[config.mk]
export PLATFORM = sky130hd
export DESIGN_NAME = rssi_average_deviation_trigger_top
export DESIGN_NICKNAME = d
export VERILOG_FILES = /design/src/hw/rtl/rad_pkg.sv /design/src/hw/rtl/rad_mem.sv /design/src/hw/rtl/rad_div.sv /design/src/hw/rtl/rssi_average_deviation_trigger_top.sv
export SDC_FILE = /design/constraint.sdc
export NUM_CORES = 2
export LEC_CHECK = 0
export ABC_AREA = 1
export BUFFER_PORTS_ARGS = -buffer_cell sky130_fd_sc_hd__buf_4
export CAP_MARGIN = 20
export CORE_UTILIZATION = 60
export DETAILED_ROUTE_END_ITERATION = 8
export GPL_TIMING_DRIVEN = 0
export PLACE_DENSITY_LB_ADDON = 0.15
export SKIP_CTS_REPAIR_TIMING = 1
export SYNTH_ARGS = -nofsm -noshare
export SYNTH_HDL_FRONTEND = slang
export SYNTH_SLANG_ARGS = --single-unit
[constraint.sdc]
create_clock -name clk_i -period 7.8 [get_ports clk_i]
set_clock_uncertainty 0.05 [all_clocks]
set_input_delay 1.17 -clock clk_i [delete_from_list [all_inputs] [get_ports clk_i]]
set_output_delay 1.17 -clock clk_i [all_outputs]
set_load 0.01 [all_outputs]
[src/hw/rtl/rad_pkg.sv]
// Shared types and constants for the signal-strength deviation trigger.
// No dependencies; imported by every module of the block.
`timescale 1ns / 1ps

package rad_pkg;

  localparam int NODES_DEF = 16;

  // Operation codes carried in the op field
  localparam logic [1:0] OP_RECORD = 2'd0;
  localparam logic [1:0] OP_QUERY  = 2'd1;
  localparam logic [1:0] OP_TICK   = 2'd2;

  // Configuration register indexes
  localparam int CFG_IDX_W = 1;
  localparam logic [CFG_IDX_W-1:0] REG_TRIGGER_RATIO = 1'd0;
  localparam logic [CFG_IDX_W-1:0] REG_COOLDOWN_MS   = 1'd1;
  localparam int CFG_DATA_W = 16;

  localparam logic [11:0] TRIGGER_RATIO_RST = 12'd384;
  localparam logic [15:0] COOLDOWN_MS_RST   = 16'd1000;

  localparam logic [11:0] RATIO_ONE = 12'd256;
  localparam logic [11:0] RATIO_MAX = 12'd4095;
  localparam logic [24:0] RATIO_PROD_ONE = 25'd65536;
  localparam logic [15:0] SINCE_MAX = 16'hFFFF;

  // Blend: u = 9*avg + rssi*256 + 5 + 10*32768 stays in [0, 2^20);
  // floor(u/10) = (u * ceil(2^23/10)) >> 23 is exact over that range.
  localparam logic signed [21:0] BLEND_BIAS = 22'sd327685;
  localparam logic [19:0] RECIP_10 = 20'd838861;
  localparam int RECIP_SHIFT = 23;

  typedef struct packed {
    logic [11:0] ratio;
    logic [15:0] avg;
  } entry_t;

  typedef struct packed {
    logic rd_en;
    logic wr_en;
  } mem_req_t;

  typedef struct packed {
    logic busy;
    logic done;
  } div_stat_t;

endpackage

[src/hw/rtl/rad_mem.sv]
// Per-node store: one synchronous memory of {ratio, average} entries and
// a seen bit per node. Depends on rad_pkg.
`timescale 1ns / 1ps

module rad_mem #(
  parameter int NODES = rad_pkg::NODES_DEF,
  parameter int IDX_W = 4
) (
  input  logic              clk_i,
  input  logic              rst_ni,
  input  rad_pkg::mem_req_t req_i,
  input  logic [IDX_W-1:0]  rd_addr_i,
  input  logic [IDX_W-1:0]  wr_addr_i,
  input  rad_pkg::entry_t   wr_data_i,
  output rad_pkg::entry_t   rd_data_o,
  output logic              rd_seen_o
);
  import rad_pkg::*;

  entry_t           mem_q [NODES];
  entry_t           rd_data_q;
  logic [NODES-1:0] seen_q;
  logic             rd_seen_q;

  always_ff @(posedge clk_i) begin
    if (req_i.wr_en) begin
      mem_q[wr_addr_i] <= wr_data_i;
    end
    if (req_i.rd_en) begin
      rd_data_q <= mem_q[rd_addr_i];
    end
  end

  always_ff @(posedge clk_i or negedge rst_ni) begin
    if (!rst_ni) begin
      seen_q    <= '0;
      rd_seen_q <= 1'b0;
    end else begin
      if (req_i.wr_en) begin
        seen_q[wr_addr_i] <= 1'b1;
      end
      if (req_i.rd_en) begin
        rd_seen_q <= seen_q[rd_addr_i];
      end
    end
  end

  // An unseen node reads with ratio 1.0; its average is not meaningful.
  always_comb begin
    rd_data_o.avg   = rd_data_q.avg;
    rd_data_o.ratio = rd_seen_q ? rd_data_q.ratio : RATIO_ONE;
  end
  assign rd_seen_o = rd_seen_q;

endmodule

[src/hw/rtl/rad_div.sv]
// Restoring divider for the Q4.8 ratio: one quotient bit per cycle,
// clamped to 4095 on overflow. Depends on rad_pkg.
`timescale 1ns / 1ps

module rad_div (
  input  logic               clk_i,
  input  logic               rst_ni,
  input  logic               start_i,
  input  logic [23:0]        num_i,
  input  logic [15:0]        den_i,
  output rad_pkg::div_stat_t stat_o,
  output logic [11:0]        quo_o
);
  import rad_pkg::*;

  logic [23:0] rem_q;
  logic [26:0] dsh_q;
  logic [11:0] quo_q;
  logic [3:0]  step_q;
  logic        busy_q;
  logic        done_q;
  logic        fits;

  assign fits = {3'b000, rem_q} >= dsh_q;

  always_ff @(posedge clk_i or negedge rst_ni) begin
    if (!rst_ni) begin
      busy_q <= 1'b0;
      done_q <= 1'b0;
      step_q <= '0;
    end else if (start_i) begin
      if ({4'b0000, num_i} >= {den_i, 12'b0}) begin
        busy_q <= 1'b0;
        done_q <= 1'b1;
      end else begin
        busy_q <= 1'b1;
        done_q <= 1'b0;
        step_q <= 4'd11;
      end
    end else if (busy_q) begin
      step_q <= step_q - 4'd1;
      if (step_q == 4'd0) begin
        busy_q <= 1'b0;
        done_q <= 1'b1;
      end
    end
  end

  always_ff @(posedge clk_i) begin
    if (start_i) begin
      rem_q <= num_i;
      dsh_q <= {den_i, 11'b0};
      quo_q <= ({4'b0000, num_i} >= {den_i, 12'b0}) ? RATIO_MAX : '0;
    end else if (busy_q) begin
      // subtract the shifted divisor when it fits, shift in the quotient bit
      if (fits) begin
        rem_q <= rem_q - dsh_q[23:0];
      end
      quo_q <= {quo_q[10:0], fits};
      dsh_q <= {1'b0, dsh_q[26:1]};
    end
  end

  assign stat_o.busy = busy_q;
  assign stat_o.done = done_q;
  assign quo_o       = quo_q;

endmodule

[src/hw/rtl/rssi_average_deviation_trigger_top.sv]
// Signal-strength deviation trigger, top level. Uses rad_pkg, rad_mem, rad_div.
// Record: read, blend, multiply, 12-step serial divider, write back, result; no divide
// when the average is zero or the signs differ. Query: one memory read per node; a query
// inside the cooldown, or a record with an index out of range, goes straight to the
// result. Tick: no result. One word in work at a time; output stalls hold the result.
// Reset: async active low; seen bits and counters clear, registers take defaults.
`timescale 1ns / 1ps

module rssi_average_deviation_trigger_top #(
  parameter int NODES = rad_pkg::NODES_DEF
) (
  input  logic                            clk_i,
  input  logic                            rst_ni,
  input  logic                            cfg_we_i,
  input  logic [rad_pkg::CFG_IDX_W-1:0]   cfg_idx_i,
  input  logic [rad_pkg::CFG_DATA_W-1:0]  cfg_data_i,
  input  logic                            in_valid_i,
  output logic                            in_stall_o,
  input  logic [1:0]                      op_i,
  input  logic [7:0]                      node_index_i,
  input  logic signed [7:0]               rssi_dbm_i,
  output logic                            out_valid_o,
  input  logic                            out_stall_i,
  output logic                            status_o,
  output logic [11:0]                     relative_ratio_o,
  output logic signed [15:0]              new_average_o,
  output logic                            fired_o
);
  import rad_pkg::*;

  localparam int IDX_W = (NODES > 1) ? $clog2(NODES) : 1;
  localparam int CNT_W = IDX_W + 1;

  typedef enum logic [2:0] {
    ST_IDLE, ST_RD, ST_CALC, ST_MUL, ST_DIV, ST_WB, ST_SCAN, ST_DONE
  } state_e;

  state_e            state_q;
  logic [11:0]       trig_q;
  logic [15:0]       cool_q;
  logic [15:0]       since_q;
  logic [IDX_W-1:0]  idx_q;
  logic signed [7:0] rssi_q;
  logic [CNT_W-1:0]  cnt_q;
  logic              ev_vld_q;
  logic              fire_q;
  logic              special_q;
  logic [11:0]       ratio_q;
  logic [19:0]       u_q;
  logic [39:0]       prod_q;
  logic              res_status_q;
  logic [11:0]       res_ratio_q;
  logic [15:0]       res_avg_q;
  logic              res_fired_q;
  logic              out_valid_q;
  logic              out_status_q;
  logic [11:0]       out_ratio_q;
  logic [15:0]       out_avg_q;
  logic              out_fired_q;

  mem_req_t          mem_req;
  logic [IDX_W-1:0]  rd_addr;
  entry_t            wr_data;
  entry_t            rd_data;
  logic              rd_seen;
  div_stat_t         div_stat;
  logic [11:0]       div_quo;
  logic              div_start;

  logic signed [15:0] avg_cur;
  logic [7:0]         rssi_mag;
  logic [15:0]        avg_mag;
  logic signed [21:0] blend_sum;
  logic               avg_zero;
  logic               sign_diff;
  logic [15:0]        new_avg;
  logic               hit;
  logic               scan_last;
  logic               out_free;
  logic               res_push;

  // seed on first use, then split into magnitudes and signs for the divider
  always_comb begin
    avg_cur   = rd_seen ? $signed(rd_data.avg) : $signed({rssi_q, 8'h00});
    rssi_mag  = rssi_q[7] ? 8'(-rssi_q) : 8'(rssi_q);
    avg_mag   = avg_cur[15] ? 16'(-avg_cur) : 16'(avg_cur);
    avg_zero  = (avg_cur == 16'sd0);
    sign_diff = rssi_q[7] ^ avg_cur[15];
    blend_sum = (22'(avg_cur) <<< 3) + 22'(avg_cur)
              + (22'(rssi_q) <<< 8) + BLEND_BIAS;
  end

  // floor(u/10) is offset by 32768; flipping the top bit removes the offset
  assign new_avg = prod_q[RECIP_SHIFT+15:RECIP_SHIFT] ^ 16'h8000;

  assign hit = (rd_data.ratio >= trig_q)
            || ((25'(rd_data.ratio) * 25'(trig_q)) <= RATIO_PROD_ONE);
  assign scan_last = (cnt_q == CNT_W'(NODES));
  assign div_start = (state_q == ST_CALC) && !avg_zero && !sign_diff;
  assign out_free  = !out_valid_q || !out_stall_i;
  assign res_push  = (state_q == ST_DONE) && out_free;

  always_comb begin
    mem_req.rd_en = (state_q == ST_RD) || ((state_q == ST_SCAN) && !scan_last);
    mem_req.wr_en = (state_q == ST_WB);
    rd_addr       = (state_q == ST_SCAN) ? cnt_q[IDX_W-1:0] : idx_q;
    wr_data.ratio = ratio_q;
    wr_data.avg   = new_avg;
  end

  rad_mem #(
    .NODES(NODES),
    .IDX_W(IDX_W)
  ) u_mem (
    .clk_i    (clk_i),
    .rst_ni   (rst_ni),
    .req_i    (mem_req),
    .rd_addr_i(rd_addr),
    .wr_addr_i(idx_q),
    .wr_data_i(wr_data),
    .rd_data_o(rd_data),
    .rd_seen_o(rd_seen)
  );

  rad_div u_div (
    .clk_i  (clk_i),
    .rst_ni (rst_ni),
    .start_i(div_start),
    .num_i  ({rssi_mag, 16'h0000}),
    .den_i  (avg_mag),
    .stat_o (div_stat),
    .quo_o  (div_quo)
  );

  always_ff @(posedge clk_i or negedge rst_ni) begin
    if (!rst_ni) begin
      state_q     <= ST_IDLE;
      trig_q      <= TRIGGER_RATIO_RST;
      cool_q      <= COOLDOWN_MS_RST;
      since_q     <= '0;
      out_valid_q <= 1'b0;
      ev_vld_q    <= 1'b0;
      fire_q      <= 1'b0;
      cnt_q       <= '0;
    end else begin
      if (cfg_we_i) begin
        unique case (cfg_idx_i)
          REG_TRIGGER_RATIO: trig_q <= cfg_data_i[11:0];
          REG_COOLDOWN_MS:   cool_q <= cfg_data_i;
          default: ;
        endcase
      end
      if (res_push) begin
        out_valid_q <= 1'b1;
      end else if (out_valid_q && !out_stall_i) begin
        out_valid_q <= 1'b0;
      end

      unique case (state_q)
        ST_IDLE: begin
          res_status_q <= (op_i == OP_RECORD) && ({1'b0, node_index_i} >= 9'(NODES));
          res_ratio_q  <= '0;
          res_avg_q    <= '0;
          res_fired_q  <= 1'b0;
          idx_q        <= node_index_i[IDX_W-1:0];
          rssi_q       <= rssi_dbm_i;
          cnt_q        <= '0;
          ev_vld_q     <= 1'b0;
          fire_q       <= 1'b0;
          if (in_valid_i) begin
            unique case (op_i)
              OP_RECORD: begin
                if ({1'b0, node_index_i} < 9'(NODES)) begin
                  state_q <= ST_RD;
                end else begin
                  state_q <= ST_DONE;
                end
              end
              OP_QUERY: begin
                state_q <= (since_q < cool_q) ? ST_DONE : ST_SCAN;
              end
              OP_TICK: begin
                if (since_q != SINCE_MAX) begin
                  since_q <= since_q + 16'd1;
                end
              end
              default: ;
            endcase
          end
        end
        ST_RD: begin
          state_q <= ST_CALC;
        end
        ST_CALC: begin
          u_q       <= blend_sum[19:0];
          special_q <= avg_zero || sign_diff;
          ratio_q   <= avg_zero ? RATIO_MAX : '0;
          state_q   <= ST_MUL;
        end
        ST_MUL: begin
          prod_q  <= u_q * RECIP_10;
          state_q <= special_q ? ST_WB : ST_DIV;
        end
        ST_DIV: begin
          if (div_stat.done && !div_stat.busy) begin
            ratio_q <= div_quo;
            state_q <= ST_WB;
          end
        end
        ST_WB: begin
          res_ratio_q <= ratio_q;
          res_avg_q   <= new_avg;
          state_q     <= ST_DONE;
        end
        ST_SCAN: begin
          // read node cnt while judging the node read in the previous cycle
          ev_vld_q <= !scan_last;
          if (!scan_last) begin
            cnt_q <= cnt_q + CNT_W'(1);
          end
          if (ev_vld_q && hit) begin
            fire_q <= 1'b1;
          end
          if (scan_last) begin
            res_fired_q <= fire_q || (ev_vld_q && hit);
            if (fire_q || (ev_vld_q && hit)) begin
              since_q <= '0;
            end
            state_q <= ST_DONE;
          end
        end
        ST_DONE: begin
          // hold the result until the output register is free
          if (out_free) begin
            out_status_q <= res_status_q;
            out_ratio_q  <= res_ratio_q;
            out_avg_q    <= res_avg_q;
            out_fired_q  <= res_fired_q;
            state_q      <= ST_IDLE;
          end
        end
      endcase
    end
  end

  assign in_stall_o       = (state_q != ST_IDLE);
  assign out_valid_o      = out_valid_q;
  assign status_o         = out_status_q;
  assign relative_ratio_o = out_ratio_q;
  assign new_average_o    = $signed(out_avg_q);
  assign fired_o          = out_fired_q;

endmodule
==> out/qor.yml <==
synthesis:
  ys_seq_elements: 738
  synth_mux_area_frac: 0
  synth-simple-area-share: 0.1142
  ys_seq_area_frac: 0.4795
  synth_area_leaders: "edfxtp_1 (42%), fa_1 (11%), ha_1 (10%)"
  netlist_area_sq_mm: 0.04486
  synth_compound_area_frac: 0.1013
  synth-xor-area-share: 0.01715
  synthTopCellsByCount: "inv_1 (636), edfxtp_1 (633), nand2_1 (527), nor2_1 (476), ha_1 (372)"
  ys_warn_count: 0
  synth_ff_type: "edfxtp_1"
  netlist_instances: 4225
  syn_nets: 4887
  synthMostInstantiatedCell: "inv_1"
  yosys.area.top_type: "edfxtp_1"
  synth_cell_types: 64
  synth_top_family_by_area: "adder cells"
  synthArstFlopShare: 0.1057
  yosys.area.top_type_share: 0.4237
  yosys.area_share.adder: 0.2153
  postSynthAreaPerCell_sq_um: 10.62
  synth_edf_count: 633
sta:
  max_slew.worst_pin.slew_ns: 0.9829
  finalCritPeriodShare: 0.9305
  finalSetupTns_ns: 0
  fmax_mhz: 137.8
  setup_violations: 0
  period_needed_ns: 7.258
  max-slew-margin-rel: 0.3435
  drv_slew: 0
  rsz0062_at_grt: "false"
  finalHoldViolCount: 0
worst_setup_path:
  critPathMaxStageDelay_ns: 0.55
  rr_endpoint: "since_q[14]"
  arrival_ns: 7.74
  critPathKind: "reg -> reg"
  r2r_cells: 31
  crit_slowest_cell: "fa_1"
  crit_path_end_kind: "flip-flop"
  cp_max_fo: 10
  crit_required_ns: 8.29
  rrSetupSlack_ns: 0.54
  cp-start-kind: "flip-flop"
  cp_common_cell: "nand2_1"
  r2r_start: "u_mem.rd_seen_o"
grt:
  grt_overflow_total: 0
  antenna_found_initial: 5
  grt_max_degree: 80
  first_global_vias: 31960
  grtUsageTotal: 0.3214
  grt_pass1_wl_microns: 182200
placed_design:
  io_buffer_count: 71
  place_hpwl_microns: 88180
  gp_congestion: 0.9394
finish:
  ff_latch_area_sq_mm: 0.02151
  nFillCells: 5601
  multi_input_area_sq_mm: 0.02024
  nets: 5063
  area_delta_synth_final_pct: 11.09
  drive_gt1_frac: 0.09662
clock_tree:
  insertion_delay_ns: 0.68
  cts.sinks: 738
  cts_tree: "built"
  clockBufferDepth: 3
  cts.htree.levels: 3
  cts_inserted_buffers: 78
  cts-root-buf: "clkbuf_16"
  clk_pin_slew_ns: 0.06
floorplanning:
  dieArea_sq_mm: 0.07586
  rows: 99
  io_pins: 72
  die_w_microns: 275.4
  fp.dieH_microns: 275.4
  coreArea_sq_mm: 0.07345
  start_util: 0.6107
drt:
  route.detailed.drc: 0
  num_vias: 32430
  firstDrtPassIters: 6
  totalWireLength_microns: 120000
  post_drt_wl_per_cell_microns: 22.13
  viasPerCell: 5.983
  drtAntennaViolNets: 0
  drt-initial-drc-count: 3736
run:
  maxCapViolations: 0
worst_hold_path:
  min_path_type: "in -> async"
outcome:
  status: "finished clean"
-- per-layer routing --
metal	GRT usage	vias up	wire length, microns
li1	-	14670	-
met1	0.4465	15780	49220
met2	0.4931	1636	53160
met3	0.06751	343	12220
met4	0.1361	8	5323
met5	0	-	50
-- metrics by stage --
stage          hold slack, ns  std cells    util  setup WS, ns  area [sq um]
2_1_floorplan          0.3503       4225       -         1.929         44860
3_3_place_gp           0.3530       5255  0.6343        0.5305         46590
3_5_place_dp           0.3545       5279  0.6430        0.4776         47230
4_1_cts                0.3588       5419  0.6779        0.4272         49800
5_1_grt                0.2726       5420  0.6784      0.003327         49830
6_report               0.2726       5421  0.6784        0.5421         49830
-- worst max-delay path, delay by kind of cell (launching register included) --
kind | cells | cell delay, ns
adders and majority gates | 7 | 3.31
buffers and inverters | 6 | 1.12
DFF | 1 | 0.42
and+or+nand+nor | 18 | 2.21
-- placed cells by master, fill, tap and decap left out, types with 12 or more instances in the layout --
master       n
o221ai_1    90
buf_2       63
fa_1       250
edfxtp_1   633
ha_1       372
nand4_1     22
inv_2       16
xor2_1      53
a21oi_1    130
inv_1      636
nor2_4      20
buf_4       77
clkinv_2    16
nor2_1     459
o211ai_1    33
clkbuf_16   78
nor3_1      25
o21ai_0    269
o22ai_1     44
clkbuf_1    50
or2_2       18
a22oi_1     12
o21ai_1     70
dfxtp_1     27
a31oi_1     16
buf_6       22
clkinv_1    20
nand3_1    113
xnor2_1     33
nand2_1    527
a21oi_2     12
dfrtp_1     70
a21o_1      12
-- state kept, by name, indices dropped and copies added, names as in the netlist, 12 cells and up --
signal and count:
cool_q 16, new_average_o 16, prod_q 16, ratio_q 12, relative_ratio_o 12, res_avg_q 16, res_ratio_q 12, since_q 16
trig_q 12, u_div.dsh_q 27, u_div.quo_o 12, u_div.rem_q 24, u_mem.mem_q 448, u_mem.rd_data_o 16, u_mem.rd_data_q 12, u_mem.seen_q 16
u_q 20
-- how the worst max path moves through the flow --
stage                    startpoint          end  depth (start not counted)
floorplan           u_mem.rd_seen_o  since_q[12]                         31
global placement    u_mem.rd_seen_o  since_q[14]                         31
detailed placement  u_mem.rd_seen_o  since_q[13]                         31
CTS                 u_mem.rd_seen_o  since_q[13]                         31
global route        u_mem.rd_seen_o  since_q[11]                         30
finish              u_mem.rd_seen_o  since_q[14]                         31
-- final cells by class --
| class | count | share of cell area |
|---|---|---|
| clock buffers | 91 | 0.04042 |
| plain buffers | 132 | 0.01481 |
| well taps | 959 | 0.02408 |
| multi-input cells | 2688 | 0.4062 |
| repair buffers | 96 | 0.02112 |
| diodes | 1 | 0.00005022 |
| flip-flops and latches | 738 | 0.4317 |
| clock inverters | 49 | 0.01107 |
| inverters | 667 | 0.05057 |
-- kinds of logic after synthesis --
family / Yosys count
flops: 738
compound gates: 744
xor+xnor: 87
fa+ha+maj: 622
buf+inv: 799
simple gates: 1235
Power is left out: the tool's default activity adds up to more than one toggle a clock period on the data nets, which glitch-free logic cannot reach.
